`config.mk`:
```
export PLATFORM = sky130hd
export DESIGN_NAME = cst_out_reg
export DESIGN_NICKNAME = d
export VERILOG_FILES = /design/src/cst_pkg.sv /design/src/cst_out_reg.sv
export SDC_FILE = /design/constraint.sdc
export NUM_CORES = 1
export LEC_CHECK = 0
export BUFFER_PORTS_ARGS = -buffer_cell sky130_fd_sc_hd__buf_4
export CAP_MARGIN = 10
export CORE_AREA = 4 4 43 64
export DETAILED_ROUTE_END_ITERATION = 8
export DIE_AREA = 0 0 47 68
export PLACE_DENSITY = 0.65
export RECOVER_POWER = 25
export SETUP_SLACK_MARGIN = 0.4
export SLEW_MARGIN = 30
export SYNTH_ARGS = -nofsm -noshare
export SYNTH_HDL_FRONTEND = slang
export SYNTH_SLANG_ARGS = --single-unit
```
`constraint.sdc`:
```
create_clock -name clk -period 1 [get_ports clk]
set_clock_uncertainty 0.1 [all_clocks]
set_input_delay 0.1 -clock clk [delete_from_list [all_inputs] [get_ports clk]]
set_output_delay 0.1 -clock clk [all_outputs]
set_load 0.01 [all_outputs]
```
`src/cst_pkg.sv`:
```
// Shared types and constants for the chunked slot table.
// Used by chunked_slot_table_core and cst_out_reg; depends on nothing else.
`timescale 1ns / 1ps

package cst_pkg;

  // Fixed field widths of the streaming and configuration ports.
  localparam int CHUNK_W     = 9;
  localparam int KEY_IN_W    = 32;
  localparam int CNT_OUT_W   = 9;
  localparam int OUT_TDATA_W = 24;

  // Chunk size after reset.
  localparam logic [CHUNK_W-1:0] CHUNK_RESET = 9'd16;

  // Request codes carried in in_tuser.
  localparam logic REQ_ADD = 1'b0;
  localparam logic REQ_DEL = 1'b1;

  // Result status codes.
  localparam logic [1:0] STAT_OK        = 2'd0;
  localparam logic [1:0] STAT_FULL      = 2'd1;
  localparam logic [1:0] STAT_NOT_FOUND = 2'd2;

  // Sequencer states.
  typedef enum logic [3:0] {
    S_CLEAR,
    S_IDLE,
    S_ADD_RD,
    S_ADD_CHK,
    S_ADD_GROW,
    S_DEL_RD,
    S_DEL_CHK,
    S_CMP_RD,
    S_CMP_CHK,
    S_FR_RD,
    S_FR_CHK,
    S_MOVE_CLR,
    S_SHRINK,
    S_DONE
  } state_t;

  // One result item as handed from the sequencer to the output register.
  typedef struct packed {
    logic [CNT_OUT_W-1:0] empty_slots;
    logic [CNT_OUT_W-1:0] active_slots;
    logic                 compacted;
    logic [1:0]           status;
  } res_t;

endpackage

```
`src/cst_out_reg.sv`:
```
// Output register of the chunked slot table: holds one finished result
// until the downstream side takes it. Depends on cst_pkg.
`timescale 1ns / 1ps

module cst_out_reg import cst_pkg::*; (
  input  logic                   clk,
  input  logic                   rst_n,
  input  logic                   load_valid,
  input  res_t                   load_res,
  output logic                   load_ready,
  output logic                   out_tvalid,
  input  logic                   out_tready,
  // Fields from bit 0 up: status[1:0], compacted[2], active_slots[11:3],
  // empty_slots[20:12], zero fill [23:21].
  output logic [OUT_TDATA_W-1:0] out_tdata
);

  logic valid_r;
  logic valid_nxt;
  res_t res_r;

  // The register can take a new result when empty or when it drains now.
  assign load_ready = !valid_r || out_tready;

  always_comb begin
    valid_nxt = valid_r;
    if (load_valid && load_ready) begin
      valid_nxt = 1'b1;
    end else if (out_tready) begin
      valid_nxt = 1'b0;
    end
  end

  always_ff @(posedge clk) begin
    if (!rst_n) begin
      valid_r <= 1'b0;
    end else begin
      valid_r <= valid_nxt;
    end
  end

  // Payload needs no reset.
  always_ff @(posedge clk) begin
    if (load_valid && load_ready) begin
      res_r <= load_res;
    end
  end

  assign out_tvalid = valid_r;
  assign out_tdata  = {
    (OUT_TDATA_W - 2 * CNT_OUT_W - 3)'(0),
    res_r.empty_slots,
    res_r.active_slots,
    res_r.compacted,
    res_r.status
  };

endmodule

```
# Word-level counts from Yosys, hierarchy flattened
# Index checks and enable logic that the tools add are counted.
op_classes:
  n_lt_le_gt_ge: 0
  div_mod_pow: 0
  muxes: 2
  bitwise: 0
  n_eq_ne: 0
  mul: 0
  reduce_logical: 4
  shift: 0
  add_sub_neg: 0
ops:
  columns: ["op", "count"]
  rows:
  - ["2-to-1 mux 1 bit", 2]
  - ["nonzero test 2 bit", 1]
  - ["logical AND 1 bit", 1]
  - ["zero test 1 bit", 1]
  - ["logical OR 1 bit", 1]
totals:
  n_memories: 0
  rom_bits: 0
  reg_bits: 22
  in_bits: 25
  mem_bits_rw: 0
  latch_bits: 0

# Longest topological paths before layout
# Gate-level depths: netlist of run 1.
logic_depth:
  ltp_word: 4
  mapped_depth: 2
  mapped_depth_nobuf: 2

# Least setup slack after synthesis of run 1
# Ideal clock, no wire load.
synth_timing:
  kind: "reg2reg"
  start: "reg valid_r, in the netlist out_tvalid"
  end: "reg res_r, in the netlist out_tdata[0], enable pin"
  setup_slack_ns: -0.141
  arrival_ns: 0.720
  synth_period_minus_slack_ns: 1.141
  setup_time_ns: 0.321
  path_stages_with_launch: 3
  cell_sequence: "dfxtp_1 -> nand2b_4 -> and2_4"
synth_between:
  elab_chain_cells: 3
synth_lines:
  columns: ["item", "line", "source"]
  rows:
  - ["start: declaration", "cst_out_reg.sv:18", "logic valid_r;"]
  - ["start signal: assignment", "cst_out_reg.sv:38", "valid_r <= valid_nxt;"]
  - ["zero test 1 bit", "cst_out_reg.sv:23", "assign load_ready = !valid_r || out_tready;"]
  - ["logical OR 1 bit", "cst_out_reg.sv:23", null]
  - ["via load_ready", "cst_out_reg.sv:10", "output logic load_ready,"]
  - ["logical AND 1 bit", "cst_out_reg.sv:44", "if (load_valid && load_ready) begin"]
  - ["end signal: assignment", "cst_out_reg.sv:45", "res_r <= load_res;"]
  - ["end: declaration", "cst_out_reg.sv:20", "res_t res_r;"]
# The timed path passes the listed nets, and every way through them passes these cells.
# A chain may end at the register's enable or synchronous reset.

# Worst setup path in the final report of run 1
layout_timing:
  start: "reg valid_r, in the netlist out_tvalid"
  end: "reg res_r, in the netlist out_tdata[14], enable pin"
layout_between:
  elab_chain_cells: 3
layout_lines:
  columns: ["item", "line"]
  rows:
  - ["zero test 1 bit", "cst_out_reg.sv:23"]
  - ["logical OR 1 bit", "cst_out_reg.sv:23"]
  - ["logical AND 1 bit", "cst_out_reg.sv:44"]
# Every way passes these cells.

==> impl_results.md, run 1 <==
* Post-synth cell types at 8
* Depth of the worst hold-timing path at 1
* Final hold slack at -0.117 ns
* Leak pwr at 0.000530 µW
* Die Width at 47 µm
* Fill cells at 196
* Yosys reg bits at 22
* Worst skew pair latency at 0.28 ns
* Mapped Cells at 30
* Max Slew Vio Count at 0
* Die area at 3200 µm²
* Routed Antenna Nets at 0
* Vias per cell at 4.14
* Run status: finished, violations left
* Min-Delay Path Class: in2reg
* Pin count of the biggest net entering global routing at 22
* # diodes at 0
* Final core occ at 0.557
* Failing checks: hold timing, setup timing
* RSZ-0062 raised after global routing: yes
* Warnings, synthesis at 0
* Initial antenna violation count at 0
* Mean Syn Cell Area at 23.8 µm²
* Mapped cell area at 714 µm²
* Final setup vio count at 44
* Drt wl/cell at 13.6 µm
* Crit. End Element: register
* DRC viols at 0
* Area growth syn-to-layout at 72.0%
* Clock sink total at 22
* Pwr/cell area at 1410 nW/µm²
* Storage element area at 652 µm²
* Crit Path Max Fanout at 21
* CTS tree: built
* Critical path class: reg2reg
* Clk slew on worst S/H paths at 0.10 ns
* Peak supply drop at 0.956 mV
* Seq/Total Area, Yosys at 0.911
* Routed wire length at 1460 µm
* Core area at 2210 µm²
* Multi-input gate area at 45.0 µm²
* Setup ws final at -0.127 ns
* CTS Buf Count at 3
* First-pass GRT wire length at 1940 µm
* Fraction of layout cells with a size suffix above 1 at 0.690
* F_max at 887 MHz
* GRT overflow at 0
* Gr usage total at 0.0905
* CP Data Required Time at 0.88 ns
* Root Buffer: clkbuf_4
* NumNets Final at 110
* RD Place Congestion at 0.592
* Min cycle time layout at 1.13 ns
* Drt pass-1 iters at 3
* Max cap viols at 0
* Period utilisation layout at 1.13
* Vias in the first global route at 470
* DR vias at 443
* Worst R2R Path Depth at 2
* Number of DRC markers in iteration 0 at 12
* Startpoint Class: register
* Max Buffers Root-to-Sink at 2
* Die height at 68 µm
* IO Pins at 51
* Rows at 21
* Initial core utilization at 0.324
* CP arrival at 1.01 ns
* PortBufs at 47
* Setup TNS at -3.15 ns
* Hold Vio Cnt, Final at 22
* H-tree Lvls at 1
-- report_power, final --
group          internal [µW]  total, µW  switching, µW
combinational            167        260           92.5
sequential              1070       1100           23.0
clock                    155        379            224
-- critical path, stage by stage (launching register included) --
cell      delay [ns]
dfxtp_2         0.35
nand2b_4        0.07
and2_4          0.30
-- metal layers --
metal	share of wire	track usage	vias up
met2	0.64	0.184	24
met4	0.0089	0.0415	0
met3	0.10	0.0289	2
met1	0.25	0.0687	206
met5	0	0	-
li1	-	-	211
-- kinds of logic (layout without fill, tap and decap cells) --
kind of cell,after synthesis,in the layout,synth area share
DFF,22,22,0.911
buffers and inverters,4,56,0.0368
and+or+nand+nor,2,2,0.0315
other,1,3,0.00525
AOI/OAI and AO/OA,1,1,0.0158
-- flip-flops by register name, indices dropped and copies added, names as in the netlist --
| signal | cells |
|---|---|
| out_tdata | 21 |
| out_tvalid | 1 |
-- metrics by stage --
stage	setup slack, ns	instance area (µm²)	total power, µW	cells
floorplan	-0.111	723	1180	32
global placement	-0.0952	1090	1330	100
detailed placement	-0.122	1090	1330	100
CTS	-0.144	1180	1750	107
global route	-0.166	1230	1810	107
finish	-0.127	1230	1730	107
-- final timing paths --
kind / start / to / slack (ns)
worst max-delay path: out_tvalid$_SDFFE_PN0P_ / out_tdata[14]$_DFFE_PP_ / -0.13
worst min-delay path: load_res[9] / out_tdata[9]$_DFFE_PP_ / -0.12
worst max register to register: out_tvalid$_SDFFE_PN0P_ / out_tdata[14]$_DFFE_PP_ / -0.13
worst min register to register: out_tvalid$_SDFFE_PN0P_ / out_tvalid$_SDFFE_PN0P_ / 0.72
-- timing repair --
| action | CTS | global route |
|---|---|---|
| setup buffers | 3 | 0 |
| hold endpoints to repair | 22 | 22 |
| setup endpoints to repair | 45 | 45 |
| resized for setup | 12 | 12 |
| gates cloned | 0 | 0 |
| pin swaps | 1 | 0 |
-- cells in the mapped netlist, drive strengths merged --
master	n	share of area
dfxtp	1	0.028
a21boi	1	0.016
and2	1	0.012
conb	1	0.0052
inv	1	0.0052
edfxtp	21	0.88
buf	3	0.032
nand2b	1	0.019
-- placed cells by master (no fill, tap or decap), drive strengths merged --
cell type  synthesis  final
buf                3     46
edfxtp            21     21
clkbuf             0      9
conb               1      3
nand2b             1      1
and2               1      1
inv                1      1
a21boi             1      1
dfxtp              1      1
-- final cells by class --
class,count,share of cell area
Sequential cell,22,0.531
Multi-Input combinational cell,6,0.0367
Inverter,1,0.00305
Tap cell,23,0.0234
Clock buffer,4,0.0214
Timing Repair Buffer,51,0.385
(Power assumes the default switching activity.)
==> inputs of run 2 (changes only) <==
--- a/config.mk
+++ b/config.mk
@@ -7,10 +7,12 @@
 export LEC_CHECK = 0
 export BUFFER_PORTS_ARGS = -buffer_cell sky130_fd_sc_hd__buf_4
 export CAP_MARGIN = 10
-export CORE_AREA = 4 4 43 64
+export CELL_PAD_IN_SITES_DETAIL_PLACEMENT = 0
+export CELL_PAD_IN_SITES_GLOBAL_PLACEMENT = 1
+export CORE_AREA = 2 2 46 69
 export DETAILED_ROUTE_END_ITERATION = 8
-export DIE_AREA = 0 0 47 68
-export PLACE_DENSITY = 0.65
+export DIE_AREA = 0 0 48 71
+export PLACE_DENSITY = 0.66
 export RECOVER_POWER = 25
 export SETUP_SLACK_MARGIN = 0.4
 export SLEW_MARGIN = 30
==> run 2 against run 1 <==
  * Fmax is 2.2% higher
  * Sequential power about the same
  * Critical path depth grew 1
  * Count of clock-buffer cells in the layout did not move
  * Via count up 3.6%
  * Non-clock buffer count is the same
  * Global-route usage shrank 0.84 points
  * Design area rose by 4.4%
  * Sequential share of layout area shrank 2.0 points
  * The flow still finishes with violations (hold timing, setup timing)
  * Cell count rose by 16%
  * Setup slack gained 0.024 ns
  * Worst hold slack better by 0.038 ns
==> impl_results.md, run 2 (synthesized netlist as in run 1, its figures left out) <==
* Run status: finished, violations left (unchanged)
* Failing checks: hold timing, setup timing (unchanged)
* Vias in the first global route at 473 (was 470)
* Clock Power Share at 0.281 (was 0.218)
* CP most frequent cell: buf_6
* Die area at 3410 µm² (was 3200 µm²)
* Dpl hpwl at 1010 µm
* Reg-to-Reg End: out_tdata[18]$_DFFE_PP_ (was out_tdata[14]$_DFFE_PP_)
* Largest stage delay, worst path at 0.36 ns (was 0.35 ns)
* Storage element area at 654 µm² (was 652 µm²)
* Hold Vio Cnt, Final at 22 (unchanged)
* DRC viols at 0 (unchanged)
* WP buf/inv at 2 (was 0)
* Setup TNS at -1.39 ns (was -3.15 ns)
* Setup ws final at -0.103 ns (was -0.127 ns)
* Drt pass-1 iters at 3 (unchanged)
* Crit path from: out_tvalid$_SDFFE_PN0P_ (unchanged)
* Sequential Power Share at 0.579 (was 0.632)
* Reg-to-Reg Start: out_tvalid$_SDFFE_PN0P_ (unchanged)
* F_max at 907 MHz (was 887 MHz)
* Comb pwr share at 0.140 (was 0.150)
* Peak supply drop at 0.748 mV (was 0.956 mV)
* IO Pins at 51 (unchanged)
* CP Data Required Time at 0.80 ns (was 0.88 ns)
* Worst path slowest cell: dfxtp_4 (was dfxtp_2)
* Min-Delay Path Class: in2reg (unchanged)
* Most common cell after layout, fill and taps aside: buf_6 (unchanged)
* NumNets Final at 111 (was 110)
* Pwr/cell area at 1480 nW/µm² (was 1410 nW/µm²)
* Worst skew pair latency at 0.25 ns (was 0.28 ns)
* Multi-input gate area at 53.8 µm² (was 45.0 µm²)
* Core area at 2850 µm² (was 2210 µm²)
* GRT overflow at 0 (unchanged)
* Critical path depth at 3 (was 2)
* Max cap viols at 0 (unchanged)
* Routed wire length at 1320 µm (was 1460 µm)
* Drt wl/cell at 10.7 µm (was 13.6 µm)
* Worst Setup EP: load_ready (was out_tdata[14]$_DFFE_PP_)
* Internal reg-to-reg setup slack at -0.06 ns (was -0.13 ns)
* Min cycle time layout at 1.10 ns (was 1.13 ns)
* Final hold slack at -0.0788 ns (was -0.117 ns)
* DR vias at 459 (was 443)
* Initial antenna violation count at 0 (unchanged)
* Initial core utilization at 0.250 (was 0.324)
* Commonest cells after routing, fill and taps aside: 25 x buf_6, 21 x edfxtp_1, 20 x buf_4, 6 x clkbuf_4 (was 24 x buf_6, 22 x buf_4, 21 x edfxtp_1, 8 x clkbuf_4, 3 x conb_1)
* Delay-heaviest family, CP: flip-flops (was simple AND/OR/NAND/NOR gates)
* Final core occ at 0.450 (was 0.557)
* Number of DRC markers in iteration 0 at 6 (was 12)
* Clock sink total at 22 (unchanged)
* CP Cell Sequence: nand2b_4 -> buf_6 -> buf_6 (was nand2b_4 -> and2_4)
* Worst R2R Path Depth at 2 (unchanged)
* First-pass GRT wire length at 1990 µm (was 1940 µm)
* Internal power at 1530 µW (was 1400 µW)
* Pin count of the biggest net entering global routing at 13 (was 22)
* Startpoint Class: register (unchanged)
* H-tree Lvls at 1 (unchanged)
* Routed Antenna Nets at 0 (unchanged)
* Max Buffers Root-to-Sink at 2 (unchanged)
* CP arrival at 0.90 ns (was 1.01 ns)
* Fill cells at 288 (was 196)
* Switching share of total power at 0.193 (was 0.196)
* Leak pwr at 0.000544 µW (was 0.000530 µW)
* RD Place Congestion at 0.619 (was 0.592)
* CTS Buf Count at 3 (unchanged)
* Crit. End Element: output port (was register)
* Vias per cell at 3.70 (was 4.14)
* Fraction of layout cells with a size suffix above 1 at 0.694 (was 0.690)
* Gr usage total at 0.0822 (was 0.0905)
* Max reg flops at 21 (unchanged)
* Die height at 71 µm (was 68 µm)
* CTS tree: built (unchanged)
* Root Buffer: clkbuf_8 (was clkbuf_4)
* Critical path class: reg2out (was reg2reg)
* Final setup vio count at 24 (was 44)
* PortBufs at 47 (unchanged)
* Clk slew on worst S/H paths at 0.07 ns (was 0.10 ns)
* Max Slew Vio Count at 0 (unchanged)
* # diodes at 0 (unchanged)
* Sw Pwr at 365 µW (was 340 µW)
* Period utilisation layout at 1.10 (was 1.13)
* Rows at 24 (was 21)
* Crit Path Max Fanout at 3 (was 21)
* Area growth syn-to-layout at 79.5% (was 72.0%)
* RSZ-0062 raised after global routing: yes (unchanged)
* Die Width at 48 µm (was 47 µm)
==> run 2: cell types whose count changed in the layout (fill, tap and decap cells not counted) <==
cell	delta
and2_4	+1
buf_4	-2
buf_6	+1
clkbuf_4	-2
clkbuf_8	+3
dfxtp_2	-1
dfxtp_4	+1
==> run 2: layout make-up <==
cell class | count | share of cell area
clock buffers | 4 | 0.0351
inverters | 1 | 0.00293
multi-input cells | 7 | 0.0420
flip-flops and latches | 22 | 0.510
well taps | 39 | 0.0380
repair buffers | 51 | 0.372
==> run 2: power groups by stage <==
stage / combinational [µW] / sequential [µW] / clock [µW]
after floorplan: 41.8 / 1140 / 0
after global placement: 217 / 1110 / 0
after detailed placement: 221 / 1110 / 0
after CTS: 265 / 1100 / 557
after global routing: 284 / 1100 / 595
final: 265 / 1100 / 532
==> run 2: worst register-to-register path, cell delays in order, from the launching register on <==
cell and delay [ns]:
dfxtp_4 0.36, nand2b_4 0.08, and2_4 0.23
==> run 2: timing repair <==
| item | CTS | global route |
|---|---|---|
| buffers inserted | 2 | 1 |
| setup endpoints to repair | 45 | 45 |
| pin swaps | 3 | 1 |
| hold endpoints to repair | 22 | 22 |
| gates cloned | 1 | 0 |
| resized for setup | 25 | 2 |
==> run 2: metrics by stage <==
stage	setup slack [ns]	hold WS (ns)	cells	instance area [µm²]	power [µW]
detailed placement	-0.130	0.179	116	1110	1330
global route	-0.136	-0.0892	124	1280	1980
floorplan	-0.111	0.0989	32	723	1180
CTS	-0.111	-0.0863	123	1270	1920
finish	-0.103	-0.0788	124	1280	1890
global placement	-0.0999	0.180	116	1110	1320
==> run 2: worst min path at each step <==
stage,start,end,slack [ns],cells past startpoint
after floorplan,load_res[0],out_tdata[0]$_DFFE_PP_,0.1,0
after global placement,load_res[8],out_tdata[8]$_DFFE_PP_,0.18,1
after detailed placement,load_res[20],out_tdata[20]$_DFFE_PP_,0.18,1
after CTS,load_res[13],out_tdata[13]$_DFFE_PP_,-0.09,1
after global routing,load_res[20],out_tdata[20]$_DFFE_PP_,-0.09,1
final,load_res[20],out_tdata[20]$_DFFE_PP_,-0.08,1
==> run 2: layer usage <==
layer	GRT usage	up-vias	routed length, µm
li1	-	216	-
met1	0.0648	211	375
met2	0.160	30	775
met3	0.0255	2	163
met4	0.0360	0	6
met5	0	-	0
